$ cat src/rtl/vh256_pkg.sv
// Shared types and constants for the 256-step heading block.
`timescale 1ns / 1ps
package vh256_pkg;

   // Quotient bits out of the divider: minor*256/major never exceeds 256.
   localparam int QUO_BITS = 9;
   localparam int CNT_BITS = 4;

   // Heading constants.
   localparam logic [7:0] QUAD_WEST  = 8'hC0;
   localparam logic [7:0] QUAD_FLIP  = 8'h40;
   localparam logic [7:0] ADJ_BIAS   = 8'h3F;
   localparam logic [7:0] SAME_POINT = 8'hFF;

   typedef enum logic [2:0] {
      ST_IDLE,
      ST_DIFF,
      ST_MAG,
      ST_ORDER,
      ST_NORM,
      ST_DIV,
      ST_WAIT,
      ST_DONE
   } state_type;

   typedef struct packed {
      logic                done;
      logic [QUO_BITS-1:0] quotient;
   } div_result_type;

endpackage

$ cat src/rtl/vh256_if.sv
// Request and response channel interfaces for the heading block.
`timescale 1ns / 1ps
interface vh256_req_if #(
   parameter int COORD_WIDTH = 32
);
   logic                          valid;
   logic                          ready;
   logic signed [COORD_WIDTH-1:0] source_x;
   logic signed [COORD_WIDTH-1:0] source_y;
   logic signed [COORD_WIDTH-1:0] target_x;
   logic signed [COORD_WIDTH-1:0] target_y;

   modport source (output valid, source_x, source_y, target_x, target_y, input ready);
   modport sink   (input valid, source_x, source_y, target_x, target_y, output ready);
endinterface

interface vh256_rsp_if;
   logic       valid;
   logic       ready;
   logic [7:0] heading;

   modport source (output valid, heading, input ready);
   modport sink   (input valid, heading, output ready);
endinterface

$ cat src/rtl/vh256_div.sv
// Restoring divider, one quotient bit per cycle, for a dividend not above the divisor.
`timescale 1ns / 1ps
module vh256_div #(
   parameter int WIDTH = 33
) (
   input  logic                     clock,
   input  logic                     reset,
   input  logic                     start,
   input  logic [WIDTH-1:0]         dividend,
   input  logic [WIDTH-1:0]         divisor,
   output vh256_pkg::div_result_type result
);

   logic [WIDTH:0]                     rem_ff, rem_in;
   logic [WIDTH-1:0]                   divisor_ff, divisor_in;
   logic [vh256_pkg::QUO_BITS-1:0]     quo_ff, quo_in;
   logic [vh256_pkg::CNT_BITS-1:0]     count_ff, count_in;
   logic                               active_ff, active_in;
   logic                               done_ff, done_in;
   logic [WIDTH:0]                     trial;
   logic [WIDTH:0]                     kept;
   logic                               fits;

   // Trial subtract against the held divisor.
   always_comb begin
      fits  = rem_ff >= {1'b0, divisor_ff};
      trial = rem_ff - {1'b0, divisor_ff};
      kept  = fits ? trial : rem_ff;
   end

   always_comb begin
      rem_in     = rem_ff;
      divisor_in = divisor_ff;
      quo_in     = quo_ff;
      count_in   = count_ff;
      active_in  = active_ff;
      done_in    = 1'b0;
      if (start) begin
         rem_in     = {1'b0, dividend};
         divisor_in = divisor;
         count_in   = vh256_pkg::CNT_BITS'(vh256_pkg::QUO_BITS);
         active_in  = 1'b1;
      end else if (active_ff) begin
         // Remainder stays below the divisor, so the doubled value fits.
         rem_in   = {kept[WIDTH-1:0], 1'b0};
         quo_in   = {quo_ff[vh256_pkg::QUO_BITS-2:0], fits};
         count_in = count_ff - 1'b1;
         if (count_ff == vh256_pkg::CNT_BITS'(1)) begin
            active_in = 1'b0;
            done_in   = 1'b1;
         end
      end
   end

   always_ff @(posedge clock) begin
      rem_ff     <= rem_in;
      divisor_ff <= divisor_in;
      quo_ff     <= quo_in;
      count_ff   <= count_in;
      if (reset) begin
         active_ff <= 1'b0;
         done_ff   <= 1'b0;
      end else begin
         active_ff <= active_in;
         done_ff   <= done_in;
      end
   end

   assign result.done     = done_ff;
   assign result.quotient = quo_ff;

endmodule

$ cat src/rtl/vector_heading_256_core.sv
// Top level of the 256-step heading block: sequencer, magnitude path and result register.
`timescale 1ns / 1ps
//
//  channel    direction  handshake               payload
//  req_chan   in         valid/ready             source_x, source_y, target_x, target_y
//  rsp_chan   out        valid/ready             heading (0 north, 63 east)
//
//  From acceptance to the response register a request passes the difference, magnitude,
//  order and normalize steps, the nine-step restoring divide and the final step; the
//  normalize step repeats once per shift while the major still needs shifting.
//  One request is in flight at a time; req_chan.ready is high only while idle.
//  A finished heading waits in the response register; a new request is taken meanwhile,
//  and the sequencer holds at the end of the next request until that register drains.
//  Reset is synchronous and clears the sequencer, divider control and response valid.
//
module vector_heading_256_core #(
   parameter int COORD_WIDTH = 32
) (
   input logic          clock,
   input logic          reset,
   vh256_req_if.sink    req_chan,
   vh256_rsp_if.source  rsp_chan
);

   // Magnitudes are exact differences: one bit wider than a coordinate.
   localparam int MAG_WIDTH = COORD_WIDTH + 1;

   vh256_pkg::state_type state_ff, state_in;

   // Captured request.
   logic [COORD_WIDTH-1:0] src_x_ff, src_y_ff, tgt_x_ff, tgt_y_ff;
   logic [COORD_WIDTH-1:0] src_x_in, src_y_in, tgt_x_in, tgt_y_in;

   // Signed differences, then magnitudes in major/minor.
   logic signed [MAG_WIDTH-1:0] dx_ff, dy_ff, dx_in, dy_in;
   logic [MAG_WIDTH-1:0]        major_ff, minor_ff, major_in, minor_in;

   // Quadrant and special-case flags.
   logic west_ff, flip_ff, neg_ff, small_ff, zero_ff;
   logic west_in, flip_in, neg_in, small_in, zero_in;

   // Response register.
   logic       rsp_valid_ff, rsp_valid_in;
   logic [7:0] heading_ff, heading_in;

   // Sequencer outputs.
   logic req_ready;
   logic div_start;
   logic rsp_load;

   logic                      req_take;
   logic                      rsp_take;
   logic                      vert_major;
   logic                      major_wide;
   logic                      major_coarse;
   logic [7:0]                base;
   logic [7:0]                q8;
   logic [7:0]                heading_calc;
   vh256_pkg::div_result_type div_res;

   assign req_take = req_chan.valid && req_ready;
   assign rsp_take = rsp_valid_ff && rsp_chan.ready;

   //--------------------------------------------------------------------------
   // Divider: minor*256/major, one quotient bit per cycle.
   //--------------------------------------------------------------------------
   vh256_div #(
      .WIDTH (MAG_WIDTH)
   ) u_div (
      .clock    (clock),
      .reset    (reset),
      .start    (div_start),
      .dividend (minor_ff),
      .divisor  (major_ff),
      .result   (div_res)
   );

   //--------------------------------------------------------------------------
   // Next state.
   //--------------------------------------------------------------------------
   always_comb begin
      state_in = state_ff;
      case (state_ff)
         vh256_pkg::ST_IDLE: begin
            if (req_take) begin
               state_in = vh256_pkg::ST_DIFF;
            end
         end
         vh256_pkg::ST_DIFF:  state_in = vh256_pkg::ST_MAG;
         vh256_pkg::ST_MAG:   state_in = vh256_pkg::ST_ORDER;
         vh256_pkg::ST_ORDER: state_in = vh256_pkg::ST_NORM;
         vh256_pkg::ST_NORM: begin
            // Leave once the major fits in 8 bits, or at once for a wide minor.
            if (!(small_ff && major_wide)) begin
               state_in = vh256_pkg::ST_DIV;
            end
         end
         vh256_pkg::ST_DIV:   state_in = vh256_pkg::ST_WAIT;
         vh256_pkg::ST_WAIT: begin
            if (div_res.done) begin
               state_in = vh256_pkg::ST_DONE;
            end
         end
         vh256_pkg::ST_DONE: begin
            if (rsp_load) begin
               state_in = vh256_pkg::ST_IDLE;
            end
         end
         default: state_in = vh256_pkg::ST_IDLE;
      endcase
   end

   //--------------------------------------------------------------------------
   // Sequencer outputs.
   //--------------------------------------------------------------------------
   always_comb begin
      req_ready = 1'b0;
      div_start = 1'b0;
      rsp_load  = 1'b0;
      case (state_ff)
         vh256_pkg::ST_IDLE: req_ready = 1'b1;
         vh256_pkg::ST_DIV:  div_start = 1'b1;
         // Hold the result until the response register is free.
         vh256_pkg::ST_DONE: rsp_load  = !rsp_valid_ff || rsp_chan.ready;
         default: begin
            req_ready = 1'b0;
         end
      endcase
   end

   //--------------------------------------------------------------------------
   // Datapath.
   //--------------------------------------------------------------------------
   assign vert_major   = minor_ff >= major_ff;
   assign major_wide   = (major_ff >> 8) != '0;
   assign major_coarse = (major_ff >> 12) != '0;

   always_comb begin
      src_x_in = src_x_ff;
      src_y_in = src_y_ff;
      tgt_x_in = tgt_x_ff;
      tgt_y_in = tgt_y_ff;
      dx_in    = dx_ff;
      dy_in    = dy_ff;
      major_in = major_ff;
      minor_in = minor_ff;
      west_in  = west_ff;
      flip_in  = flip_ff;
      neg_in   = neg_ff;
      small_in = small_ff;
      zero_in  = zero_ff;
      case (state_ff)
         vh256_pkg::ST_IDLE: begin
            if (req_take) begin
               src_x_in = req_chan.source_x;
               src_y_in = req_chan.source_y;
               tgt_x_in = req_chan.target_x;
               tgt_y_in = req_chan.target_y;
            end
         end
         vh256_pkg::ST_DIFF: begin
            // Exact differences; north is source_y - target_y since y grows south.
            dx_in = $signed({tgt_x_ff[COORD_WIDTH-1], tgt_x_ff})
                  - $signed({src_x_ff[COORD_WIDTH-1], src_x_ff});
            dy_in = $signed({src_y_ff[COORD_WIDTH-1], src_y_ff})
                  - $signed({tgt_y_ff[COORD_WIDTH-1], tgt_y_ff});
         end
         vh256_pkg::ST_MAG: begin
            // Hold |dx| in major and |dy| in minor until ordered.
            west_in  = dx_ff[MAG_WIDTH-1];
            flip_in  = dy_ff[MAG_WIDTH-1];
            major_in = dx_ff[MAG_WIDTH-1] ? MAG_WIDTH'(-dx_ff) : MAG_WIDTH'(dx_ff);
            minor_in = dy_ff[MAG_WIDTH-1] ? MAG_WIDTH'(-dy_ff) : MAG_WIDTH'(dy_ff);
         end
         vh256_pkg::ST_ORDER: begin
            // Ties go to the vertical axis.
            if (vert_major) begin
               major_in = minor_ff;
               minor_in = major_ff;
               small_in = (major_ff >> 8) == '0;
               zero_in  = minor_ff == '0;
            end else begin
               small_in = (minor_ff >> 8) == '0;
               zero_in  = major_ff == '0;
            end
            neg_in = !(west_ff ^ flip_ff) ^ vert_major;
         end
         vh256_pkg::ST_NORM: begin
            // Shift by four while that still leaves the major at 8 bits or more, else by one.
            if (small_ff && major_wide) begin
               if (major_coarse) begin
                  major_in = major_ff >> 4;
                  minor_in = minor_ff >> 4;
               end else begin
                  major_in = major_ff >> 1;
                  minor_in = minor_ff >> 1;
               end
            end
         end
         default: begin
            zero_in = zero_ff;
         end
      endcase
   end

   //--------------------------------------------------------------------------
   // Heading: quadrant base plus or minus the scaled quotient.
   //--------------------------------------------------------------------------
   always_comb begin
      base = (west_ff ? vh256_pkg::QUAD_WEST : 8'h00)
           ^ (flip_ff ? vh256_pkg::QUAD_FLIP : 8'h00);
      if (zero_ff) begin
         q8 = vh256_pkg::SAME_POINT;
      end else begin
         q8 = {{(11 - vh256_pkg::QUO_BITS){1'b0}},
               div_res.quotient[vh256_pkg::QUO_BITS-1:3]};
      end
      if (neg_ff) begin
         heading_calc = base + vh256_pkg::ADJ_BIAS - q8;
      end else begin
         heading_calc = base + q8;
      end
   end

   always_comb begin
      rsp_valid_in = rsp_valid_ff;
      heading_in   = heading_ff;
      if (rsp_load) begin
         rsp_valid_in = 1'b1;
         heading_in   = heading_calc;
      end else if (rsp_take) begin
         rsp_valid_in = 1'b0;
      end
   end

   always_ff @(posedge clock) begin
      src_x_ff   <= src_x_in;
      src_y_ff   <= src_y_in;
      tgt_x_ff   <= tgt_x_in;
      tgt_y_ff   <= tgt_y_in;
      dx_ff      <= dx_in;
      dy_ff      <= dy_in;
      major_ff   <= major_in;
      minor_ff   <= minor_in;
      west_ff    <= west_in;
      flip_ff    <= flip_in;
      neg_ff     <= neg_in;
      small_ff   <= small_in;
      zero_ff    <= zero_in;
      heading_ff <= heading_in;
      if (reset) begin
         state_ff     <= vh256_pkg::ST_IDLE;
         rsp_valid_ff <= 1'b0;
      end else begin
         state_ff     <= state_in;
         rsp_valid_ff <= rsp_valid_in;
      end
   end

   assign req_chan.ready   = req_ready;
   assign rsp_chan.valid   = rsp_valid_ff;
   assign rsp_chan.heading = heading_ff;

   //--------------------------------------------------------------------------
   // Checks.
   //--------------------------------------------------------------------------
   a_accept_starts : assert property (@(posedge clock) disable iff (reset)
      req_take |=> state_ff == vh256_pkg::ST_DIFF)
      else $error("accepted request did not start the sequence");

   a_rsp_from_done : assert property (@(posedge clock) disable iff (reset)
      $rose(rsp_valid_ff) |-> $past(state_ff) == vh256_pkg::ST_DONE)
      else $error("response raised outside the final step");

   a_norm_order : assert property (@(posedge clock) disable iff (reset)
      state_ff == vh256_pkg::ST_NORM |-> major_ff >= minor_ff)
      else $error("minor axis exceeds major axis while normalizing");

   a_div_done_wait : assert property (@(posedge clock) disable iff (reset)
      div_res.done |-> state_ff == vh256_pkg::ST_WAIT)
      else $error("divider finished while sequencer was not waiting");

endmodule
$ cat src/flat_wrapper.sv
// flat-port wrapper written by rule: the top's interface ports become plain ports
module vector_heading_256_core_flat 
#(
   parameter int COORD_WIDTH = 32
)
  (clock, reset, req_chan_valid, req_chan_source_x, req_chan_source_y, req_chan_target_x, req_chan_target_y, req_chan_ready, rsp_chan_valid, rsp_chan_heading, rsp_chan_ready);
  vh256_req_if #(.COORD_WIDTH(COORD_WIDTH)) req_chan_i ();
  vh256_rsp_if rsp_chan_i ();
  input logic clock;
  input logic reset;
  input wire logic [$bits(req_chan_i.valid)-1:0] req_chan_valid;
  input wire logic [$bits(req_chan_i.source_x)-1:0] req_chan_source_x;
  input wire logic [$bits(req_chan_i.source_y)-1:0] req_chan_source_y;
  input wire logic [$bits(req_chan_i.target_x)-1:0] req_chan_target_x;
  input wire logic [$bits(req_chan_i.target_y)-1:0] req_chan_target_y;
  output wire logic [$bits(req_chan_i.ready)-1:0] req_chan_ready;
  output wire logic [$bits(rsp_chan_i.valid)-1:0] rsp_chan_valid;
  output wire logic [$bits(rsp_chan_i.heading)-1:0] rsp_chan_heading;
  input wire logic [$bits(rsp_chan_i.ready)-1:0] rsp_chan_ready;
  assign req_chan_i.valid = req_chan_valid;
  assign req_chan_i.source_x = req_chan_source_x;
  assign req_chan_i.source_y = req_chan_source_y;
  assign req_chan_i.target_x = req_chan_target_x;
  assign req_chan_i.target_y = req_chan_target_y;
  assign req_chan_ready = req_chan_i.ready;
  assign rsp_chan_valid = rsp_chan_i.valid;
  assign rsp_chan_heading = rsp_chan_i.heading;
  assign rsp_chan_i.ready = rsp_chan_ready;
  vector_heading_256_core #(.COORD_WIDTH(COORD_WIDTH)) u_core (.clock(clock), .reset(reset), .req_chan(req_chan_i), .rsp_chan(rsp_chan_i));
endmodule
$ cat config.mk
export PLATFORM = sky130hd
export DESIGN_NAME = vector_heading_256_core_flat
export DESIGN_NICKNAME = d
export VERILOG_FILES = /design/src/rtl/vh256_pkg.sv /design/src/rtl/vh256_if.sv /design/src/rtl/vh256_div.sv /design/src/rtl/vector_heading_256_core.sv /design/src/flat_wrapper.sv
export SDC_FILE = /design/constraint.sdc
export NUM_CORES = 1
export LEC_CHECK = 0
export ABC_AREA = 1
export BUFFER_PORTS_ARGS = -buffer_cell sky130_fd_sc_hd__clkbuf_2
export CAP_MARGIN = 10
export CORE_ASPECT_RATIO = 0.9
export CORE_UTILIZATION = 58
export CTS_BUF_LIST = sky130_fd_sc_hd__clkbuf_8
export DETAILED_ROUTE_END_ITERATION = 7
export GPL_TIMING_DRIVEN = 0
export PLACE_DENSITY = 0.8
export RECOVER_POWER = 50
export SYNTH_ARGS = -nofsm -noshare
export SYNTH_HDL_FRONTEND = slang
export SYNTH_SLANG_ARGS = --single-unit
$ cat constraint.sdc
create_clock -name clock -period 9.2 [get_ports clock]
set_input_delay 0.46 -clock clock [delete_from_list [all_inputs] [get_ports clock]]
set_output_delay 0.46 -clock clock [all_outputs]
set_load 0.01 [all_outputs]
======== Word-level counts from Yosys, hierarchy flattened ========
Index checks and enable logic that the tools add are counted.
word-level totals
  flip-flop bits (word level) ............. 359
  input bits .............................. 132
  output and inout bits ................... 10
cells by class
  multiplexer cells ....................... 33
  equal/unequal tests ..................... 14
  reductions and logical operators ........ 21
  add/sub/neg operators ................... 9
  order comparisons ....................... 2
  bitwise logic cells ..................... 5
operator list
  cell                   count
  $mux W33               9
  $pmux W33 S3           2
  $logic_not A33 Y1      4
  $neg A33 Y33           2
  $reduce_bool A33 Y1    2
  $sub A32 B32 Y33       2
  $mux W32               2
  $ge A34 B33 Y1         1
  $ge A33 B33 Y1         1
  $sub A33 B33 Y33       1
  $mux W8                3
  $pmux W3 S8            1
  $eq A3 B3 Y1 const B   4
  $mux W3                4
  $mux W1                11
  $add A8 B6 Y8 const B  1
  $add A8 B8 Y8          1
  $ne A2 B1 Y1 const B   4
  $sub A8 B8 Y8          1
  $xor A8 B8 Y8          1
  $mux W7                1
  $eq A3 B2 Y1 const B   2
  $eq A4 B1 Y1 const B   1
  $ne A2 B2 Y1 const B   2
  other kinds (14)       21

======== Logic depth before layout (Yosys ltp) ========
Gate-level depths: netlist of run 1.
  depth in word-level cells ............... 5
  depth in mapped cells ................... 18
  depth with buffers taken out ............ 17

======== By module ========
A second synthesis of run 1 with hierarchy kept.
second synthesis, totals
  cells, all modules ...................... 3017
  area, all modules ....................... 24011.8 um^2
modules (own cells, without submodules)
  module                   area an instance (um^2)  cells an instance  instances
  vector_heading_256_core  17599.4                  2102               1
  vh256_div                6412.4                   915                1

======== Least setup slack after synthesis of run 1 ========
Ideal clock, no wire load.
  path kind ............................... reg-to-reg
  start ................................... register u_core.state_ff[0]
  end ..................................... register u_core.src_x_ff[0] (enable)
  slack ................................... -0.867 ns
  required time ........................... 8.428 ns
  stages on the path, launching flop included .. 5
  data arrival time ....................... 9.295 ns
  period minus slack after synthesis ...... 10.067 ns
  path through ............................ dfxtp_1 -> inv_1 -> ha_1 -> inv_1 -> nor3_1
on the way
  cells in the longest elaborated chain, start to end .. 4
RTL lines
  what                                  line                                                            source
  start: declaration                    vector_heading_256_core.sv:28                                   vh256_pkg::state_type state_ff, state_in;
  start signal: assignment              vector_heading_256_core.sv:252                                  state_ff <= vh256_pkg::ST_IDLE;
  start signal: assignment              vector_heading_256_core.sv:255                                  state_ff <= state_in;
  $logic_not A3 Y1 *                    vector_heading_256_core.sv:120, vector_heading_256_core.sv:152
  $mux W1                               vector_heading_256_core.sv:120                                  case (state_ff)
  $logic_and A1 B1 Y1                   vector_heading_256_core.sv:61                                   assign req_take = req_chan.valid && req_ready;
  $reduce_and A2 Y1 (no source line) *  -
  end signal: assignment                vector_heading_256_core.sv:237                                  src_x_ff <= src_x_in;
  end: declaration                      vector_heading_256_core.sv:31                                   logic [COORD_WIDTH-1:0] src_x_ff, src_y_ff, tgt_x_ff, tgt_y_ff;
Mark *: on every way between the ends. The rest lies on a longest branch, timed or not.
A chain may end at the register's enable or synchronous reset.

======== Worst setup path after layout of run 1 ========
  start ................................... register u_core.state_ff[0]
  end ..................................... register u_core.tgt_x_ff[0] (enable)
on the way
  cells in the longest elaborated chain, start to end .. 4
RTL lines
  what                                  line                                                            source
  $logic_not A3 Y1 *                    vector_heading_256_core.sv:120, vector_heading_256_core.sv:152
  $mux W1                               vector_heading_256_core.sv:120
  $logic_and A1 B1 Y1                   vector_heading_256_core.sv:61
  $reduce_and A2 Y1 (no source line) *  -
  end signal: assignment                vector_heading_256_core.sv:239                                  tgt_x_ff <= tgt_x_in;
  end: declaration                      vector_heading_256_core.sv:31
Marked as above.

==> results.md, run 1 <==
* Critical path startpoint category: flip-flop
* Initial antenna violation count at 1
* Post-synthesis xor/xnor area fraction at 3.15%
* Setup-failing EPs final at 0
* DRC Markers at 83
* CP Capture Type: flip-flop
* Routed WL at between 70000 and 80000 microns
* Simple-Gate Fraction of Synth Area at a little under a quarter
* Max Fclk at roughly 210 MHz
* Area taken by multi-input logic gates at roughly 0.010 sq mm
* Final Critical Period at between 4000 and 5000 ps
* Crit path required time at around 9600 ps
* Share of post-route cells with drive strength above 1 at 7.61%
* Starting Density at 59.0%
* Peak supply drop at ~230 uV
* Drt first pass iters at 8
* Fin area at approximately 0.027 sq mm
* CTS Buf Count at 58
* Synth area leaders: edfxtp_1 45%, nand2_1 11%, inv_1 8.3%
* Post-synthesis mux area share at 0%
* Slew Limit Fails at 69
* Share of the synthesized area in the top cell type at 44.8%
* Pwr/cell area at between 300 and 400 mW/mm^2
* Slew headroom at -44.8%
* Die Span Y at 192 microns
* Max H-tree Level at 2
* Period Utilization, post-route at ~52%
* Top-count cell post-synth: nand2_1
* Status: finished, violations left
* Drt via density at roughly 5.7
* Failing checks: design-rule violations, max-capacitance violations, max-slew violations
* Top_reg_cell synth: edfxtp_1
* Clock Skew at 21.5 ps
* Wirelength per Cell at 19.8 microns
* GRT Total Usage at a little under two fifths
* Worst-margin pin slew at 2160 ps
* Antenna viol nets, final at 0
* Critical path class: flip-flop to flip-flop
* Synth unique cells at 51
* Synth cell count leaders: 700 x nand2_1, 518 x inv_1, 348 x edfxtp_1
* WHS Path Cells at 2
* Syn Area/Cell at 8.07 sq um
* Reg area at 0.0107 sq mm
* Synth Cell Area at 0.0233 sq mm
* First-pass GRT wire length at 117000 microns
* Cell count after synthesis at 2889
* Vias at around 22000
* Largest net degree at the start of global routing at 43
* CTS max path bufs at 3
* # clock sinks at around 360
* Reg clk slew, reported paths at 60 ps
* Synthesis warning total at 0
* Syn_nets at 3162
* Arrival time of the worst setup path at just over 5000 ps
* IO buf count at 141
* Initial DRC count at 2109
* Remaining Overflow, GRT at 0
* Die Wd at 213 microns
* Post-CTS resize count at 0
* Number of flops mapped to enable cells by yosys at 348
* Largest family of logic cells by synthesized area: simple AND/OR/NAND/NOR gates
* R2R depth at 9
* Static Leakage at 12.5 nW
* I/O pin total at between 100 and 150
* Worst-path fanout max at 24
* Die Area at approximately 0.041 sq mm
* Adder-Cell Fraction of Synth Area at under 10%
* Number of global-route vias before repair at 21400
* DP Area at 0.0249 sq mm
* Cell at the root of the clock tree: clkbuf_8
* Area leader, netlist: edfxtp_1
* Worst hold path class: input pin to flip-flop
* Post-synthesis register bit count at 359
* Fillcell total at 3066
* Seq/Total Area, Yosys at 45.8%
* Worst skew pair latency at around 650 ps
* Core box area at 0.0395 sq mm
* Setup TNS at 0 ps
* Async S/R FF share, synth at 0%
* Synth Area in Compound Gates at roughly 10%
* CTS tree: yes
* RSZ-0062 raised after global routing: false
* Area Overhead vs Synth at 16.7%
* Max Cap Viol at 2
* Row cnt at 69
* DPL Wire Length at 53200 microns
* Final layout net count at 3501
* Final Wtd Congestion at ~0.95
* Final hold viol count at 0
-- worst max-delay path: stages, from the launching register on --
cell and delay (ps):
dfxtp_1 320, inv_1 100, ha_1 220, inv_1 90
nor3_4 150, clkbuf_1 1020, clkbuf_1 950, clkbuf_1 1070
buf_8 310, buf_16 210
-- final timing paths --
path                            slack [ps]                   start                     end
worst max-delay path                  4410      u_core.state_ff[0]      u_core.tgt_x_ff[0]
worst min-delay path                    50                   reset  u_core.u_div.active_ff
worst max register to register        4410      u_core.state_ff[0]      u_core.tgt_x_ff[0]
worst min register to register         430  u_core.u_div.quo_ff[2]  u_core.u_div.quo_ff[3]
-- flip-flops by register name, indices dropped and copies added (netlist names), 3 cells and up --
name                     flops
u_core.dx_ff                33
u_core.tgt_x_ff             32
u_core.rsp_chan.heading      8
u_core.minor_ff             33
u_core.u_div.rem_ff         34
u_core.major_ff             33
u_core.src_x_ff             32
u_core.u_div.quo_ff          9
u_core.u_div.divisor_ff     33
u_core.tgt_y_ff             32
u_core.state_ff              3
u_core.src_y_ff             32
u_core.dy_ff                33
u_core.u_div.count_ff        4
-- through the flow --
step	std cells	setup WS [ps]	hold WS [ps]	power, mW	utilization (%)
4_1_cts	3805	5730	15.9	8.27	69.1
2_1_floorplan	2889	3040	400	5.60	-
3_5_place_dp	3571	5740	408	6.86	63.0
3_3_place_gp	3562	1800	405	6.73	62.5
5_1_grt	3807	4110	40.4	8.98	68.8
6_report	3807	4410	50.1	8.48	68.8
-- routing by layer --
| metal | GRT usage [%] | part of all wire, % | up-vias |
|---|---|---|---|
| met3 | 6.20 | 7.6 | 312 |
| li1 | - | - | 10200 |
| met4 | 21.8 | 6.1 | 0 |
| met5 | 0 | 0 | - |
| met2 | 64.9 | 49 | 1257 |
| met1 | 43.8 | 37 | 9925 |
-- final cells by class --
type | count | share of cell area (%)
Sequential cell | 359 | 39.2
Buffer | 51 | 0.933
Inverter | 529 | 7.30
Clock inverter | 42 | 0.933
Antenna cell | 1 | 0.00920
Tap cell | 532 | 2.45
Clock buffer | 64 | 3.24
Timing Repair Buffer | 279 | 7.61
Multi-Input combinational cell | 1950 | 38.3
-- cell usage in the layout, fill, tap and decap left out, types with 14 or more instances in the layout --
cell           instances
dlygate4sd3_1        128
nand4_1               38
clkinv_1              14
clkbuf_2             108
nand3_1              218
clkbuf_1              62
edfxtp_1             348
inv_1                534
nor3_1                34
o21ai_0              132
o21ai_1               14
ha_1                 138
nand2_1              700
nor2_1               240
a21oi_1              189
o211ai_1              17
xor2_1                58
xnor2_1               26
clkbuf_8              64
o21bai_1              26
-- power breakdown --
group | leakage, nW | switching [mW] | internal (mW) | total (mW)
clock | 0.643 | 0.658 | 0.721 | 1.38
combinational | 8.49 | 2.66 | 1.26 | 3.93
sequential | 3.32 | 0.500 | 2.67 | 3.17
total | 12.5 | 3.82 | 4.66 | 8.48
-- cells by family (layout without fill, tap and decap cells) --
kind of cell / after synthesis / after routing
xor gates and xnor gates: 84 / 84
adders and majority gates: 141 / 141
other: 0 / 1
and+or+nand+nor: 1295 / 1295
DFF: 359 / 359
AOI/OAI and AO/OA: 430 / 430
buffers and inverters: 580 / 965
-- repair_timing --
item                                    4_1_cts  5_1_grt
setup buffers                                 0        0
hold buffers                                128        0
endpoints found under the setup margin        0        0
endpoints found under the hold margin       128        0
(Power assumes the default switching activity.)
==> inputs of run 2 (changes only) <==
--- a/config.mk
+++ b/config.mk
@@ -9,11 +9,11 @@
 export BUFFER_PORTS_ARGS = -buffer_cell sky130_fd_sc_hd__clkbuf_2
 export CAP_MARGIN = 10
 export CORE_ASPECT_RATIO = 0.9
-export CORE_UTILIZATION = 58
+export CORE_UTILIZATION = 60
 export CTS_BUF_LIST = sky130_fd_sc_hd__clkbuf_8
 export DETAILED_ROUTE_END_ITERATION = 7
 export GPL_TIMING_DRIVEN = 0
-export PLACE_DENSITY = 0.8
+export PLACE_DENSITY = 0.79
 export RECOVER_POWER = 50
 export SYNTH_ARGS = -nofsm -noshare
 export SYNTH_HDL_FRONTEND = slang
==> constraint.sdc (replaced) <==
create_clock -name clock -period 4.8 [get_ports clock]
set_input_delay 0.24 -clock clock [delete_from_list [all_inputs] [get_ports clock]]
set_output_delay 0.24 -clock clock [all_outputs]
set_load 0.01 [all_outputs]
==> results.md, run 2 (same netlist as run 1, synthesis figures left out) <==
* First-pass GRT wire length at 117000 microns
* DPL Wire Length at 53000 microns
* Number of global-route vias before repair at 21700
* Area Overhead vs Synth at 16.6%
* Slew Limit Fails at 68
* Diodes inserted at 0
* Largest net degree at the start of global routing at 39
* Initial antenna violation count at 2
* DP Area at 0.0249 sq mm
* Final hold viol count at 0
* Remaining Overflow, GRT at 0
* Die Span Y at approximately 190 microns
* Share of post-route cells with drive strength above 1 at 7.45%
* Initial DRC count at 2239
* Worst-path fanout max at 38
* RSZ-0062 raised after global routing: false
* I/O pin total at 142
* Status: finished, violations left
* CP delay by family, top: buffers and inverters
* Reg2Reg Capture Point: u_core.u_div.divisor_ff[5]
* R2r setup slk at 930 ps
* Max Fclk at 259 MHz
* CP peak stage delay at around 1400 ps
* Pwr/cell area at about 600 mW/mm^2
* Max H-tree Level at 2
* Critical path startpoint category: flip-flop
* Setup TNS at 0 ps
* CP Capture Type: flip-flop
* Clock Skew at 62.6 ps
* Final Critical Period at 3870 ps
* Drt first pass iters at 7
* Antenna viol nets, final at 0
* Worst hold slack at 51.0 ps
* CTS Buf Count at 57
* Setup-failing EPs final at 0
* Die Wd at 210 microns
* CP max-delay cell: clkbuf_1
* IO buf count at around 140
* Peak supply drop at 461 uV
* Arrival time of the worst setup path at 4080 ps
* # clock sinks at 359
* Core box area at 0.0383 sq mm
* Worst skew pair latency at 690 ps
* Slew headroom at -49.8%
* Drt via density at 5.79
* Vias at 21800
* Reg clk slew, reported paths at roughly 60 ps
* R2R depth at 5
* Worst hold path class: input pin to flip-flop
* GRT Total Usage at 38.1%
* Die Area at 0.0397 sq mm
* Wirelength per Cell at 19.9 microns
* Reg-to-Reg Start: u_core.state_ff[2]
* Final layout net count at about 3500
* Worst path cell trace: clkbuf_1 > nand2_1 > inv_1 > clkbuf_1 > clkbuf_1
* Max reg flops at 34
* WHS Path Cells at 6
* Static Leakage at between 10 and 15 nW
* Max Cap Viol at 2
* Hold Path End: u_core.state_ff[2]
* Fin cells at 3766
* Failing checks: max-capacitance violations, max-slew violations
* DRC Markers at 0
* Fin area at between 0.02 and 0.03 sq mm
* Cell at the root of the clock tree: clkbuf_8
* Crit path required time at 5020 ps
* Reg with most FFs: u_core.u_div.rem_ff
* Dpl cells at around 3500
* Crit path buf inv count at 4
* Final Wtd Congestion at ~0.98
* Starting Density at between 60% and 70%
* CTS max path bufs at 3
* Fillcell total at slightly below 3000
* Most common library cell in the layout ignoring fill and taps: nand2_1
* CP most frequent cell: clkbuf_1
* Hold_sp: req_chan_valid
* Period Utilization, post-route at 80.5%
* Routed WL at 74900 microns
* Most frequent cells in the layout: 701 x nand2_1, 540 x inv_1, 348 x edfxtp_1
* Critical path class: flip-flop to flip-flop
* CTS tree: yes
* Post-CTS resize count at 0
* Worst-margin pin slew at 2240 ps
* Row cnt at 68
[run 2: changes by cell type in the layout (fill, tap and decap cells not counted), moves of 2 or more]
cell           previous run  this run
inv_1                   534       540
clkbuf_8                 64        60
buf_16                    2         5
clkinv_1                 14        11
buf_2                    11         9
clkbuf_2                108       106
dlygate4sd3_1           128       130
[run 2: layout make-up]
cell class,count,area (sq um),area share (%)
clock inverter,47,267,0.980
buffer,51,250,0.920
clock buffer,60,826,3.04
sequential,359,10700,39.2
timing repair buffer,280,2160,7.93
tap,490,613,2.25
multi-input combinational,1950,10400,38.3
inverter,529,1990,7.30
[run 2: stage by stage]
stage / utilization, % / total power, mW / worst slack (ps)
2_1_floorplan: - / 10.7 / 68.8
5_1_grt: 71.0 / 17.2 / 641
3_5_place_dp: 65.0 / 13.2 / 1050
3_3_place_gp: 64.4 / 12.9 / -1840
6_report: 71.0 / 16.3 / 934
4_1_cts: 71.2 / 15.8 / 1030
[run 2: what timing repair did]
action	4_1_cts	5_1_grt
endpoints found under the hold margin	134	0
buffers inserted	0	0
hold buffers	130	0
[run 2: power breakdown]
group          total, mW  internal [mW]  switching [mW]
sequential          6.12           5.11            1.01
combinational       7.53           2.46            5.07
clock               2.60           1.28            1.33
total               16.3           8.85            7.40
[run 2: worst max-delay path by stage]
stage                              from                    endpoint  slack [ps]  cells past startpoint
detailed placement   u_core.major_ff[8]          u_core.major_ff[0]        1050                     11
finish               u_core.state_ff[2]  u_core.u_div.divisor_ff[5]         930                      5
global placement     u_core.major_ff[8]          u_core.major_ff[0]       -1840                     10
floorplan           u_core.minor_ff[24]          u_core.major_ff[0]          70                      9
global route         u_core.state_ff[2]     u_core.u_div.rem_ff[29]         640                      7
CTS                  u_core.major_ff[8]          u_core.major_ff[3]        1030                     11
[run 2: metal layers]
layer  part of all wire (%)  vias to the layer above  wire, microns  global-route usage (%)
li1                       -                    10200              -                       -
met1                     37                     9856          27700                    44.5
met2                     48                     1363          35600                    65.7
met3                    8.7                      346           6490                    6.57
met4                    6.7                        4           5040                    23.5
met5                  0.036                        -             27                       0
[run 2: worst register-to-register path, delay by kind of cell, from the launching register on]
family        cells  cell delay (ps)
simple gates      1              470
buf+inv           4             2580
flops             1              310
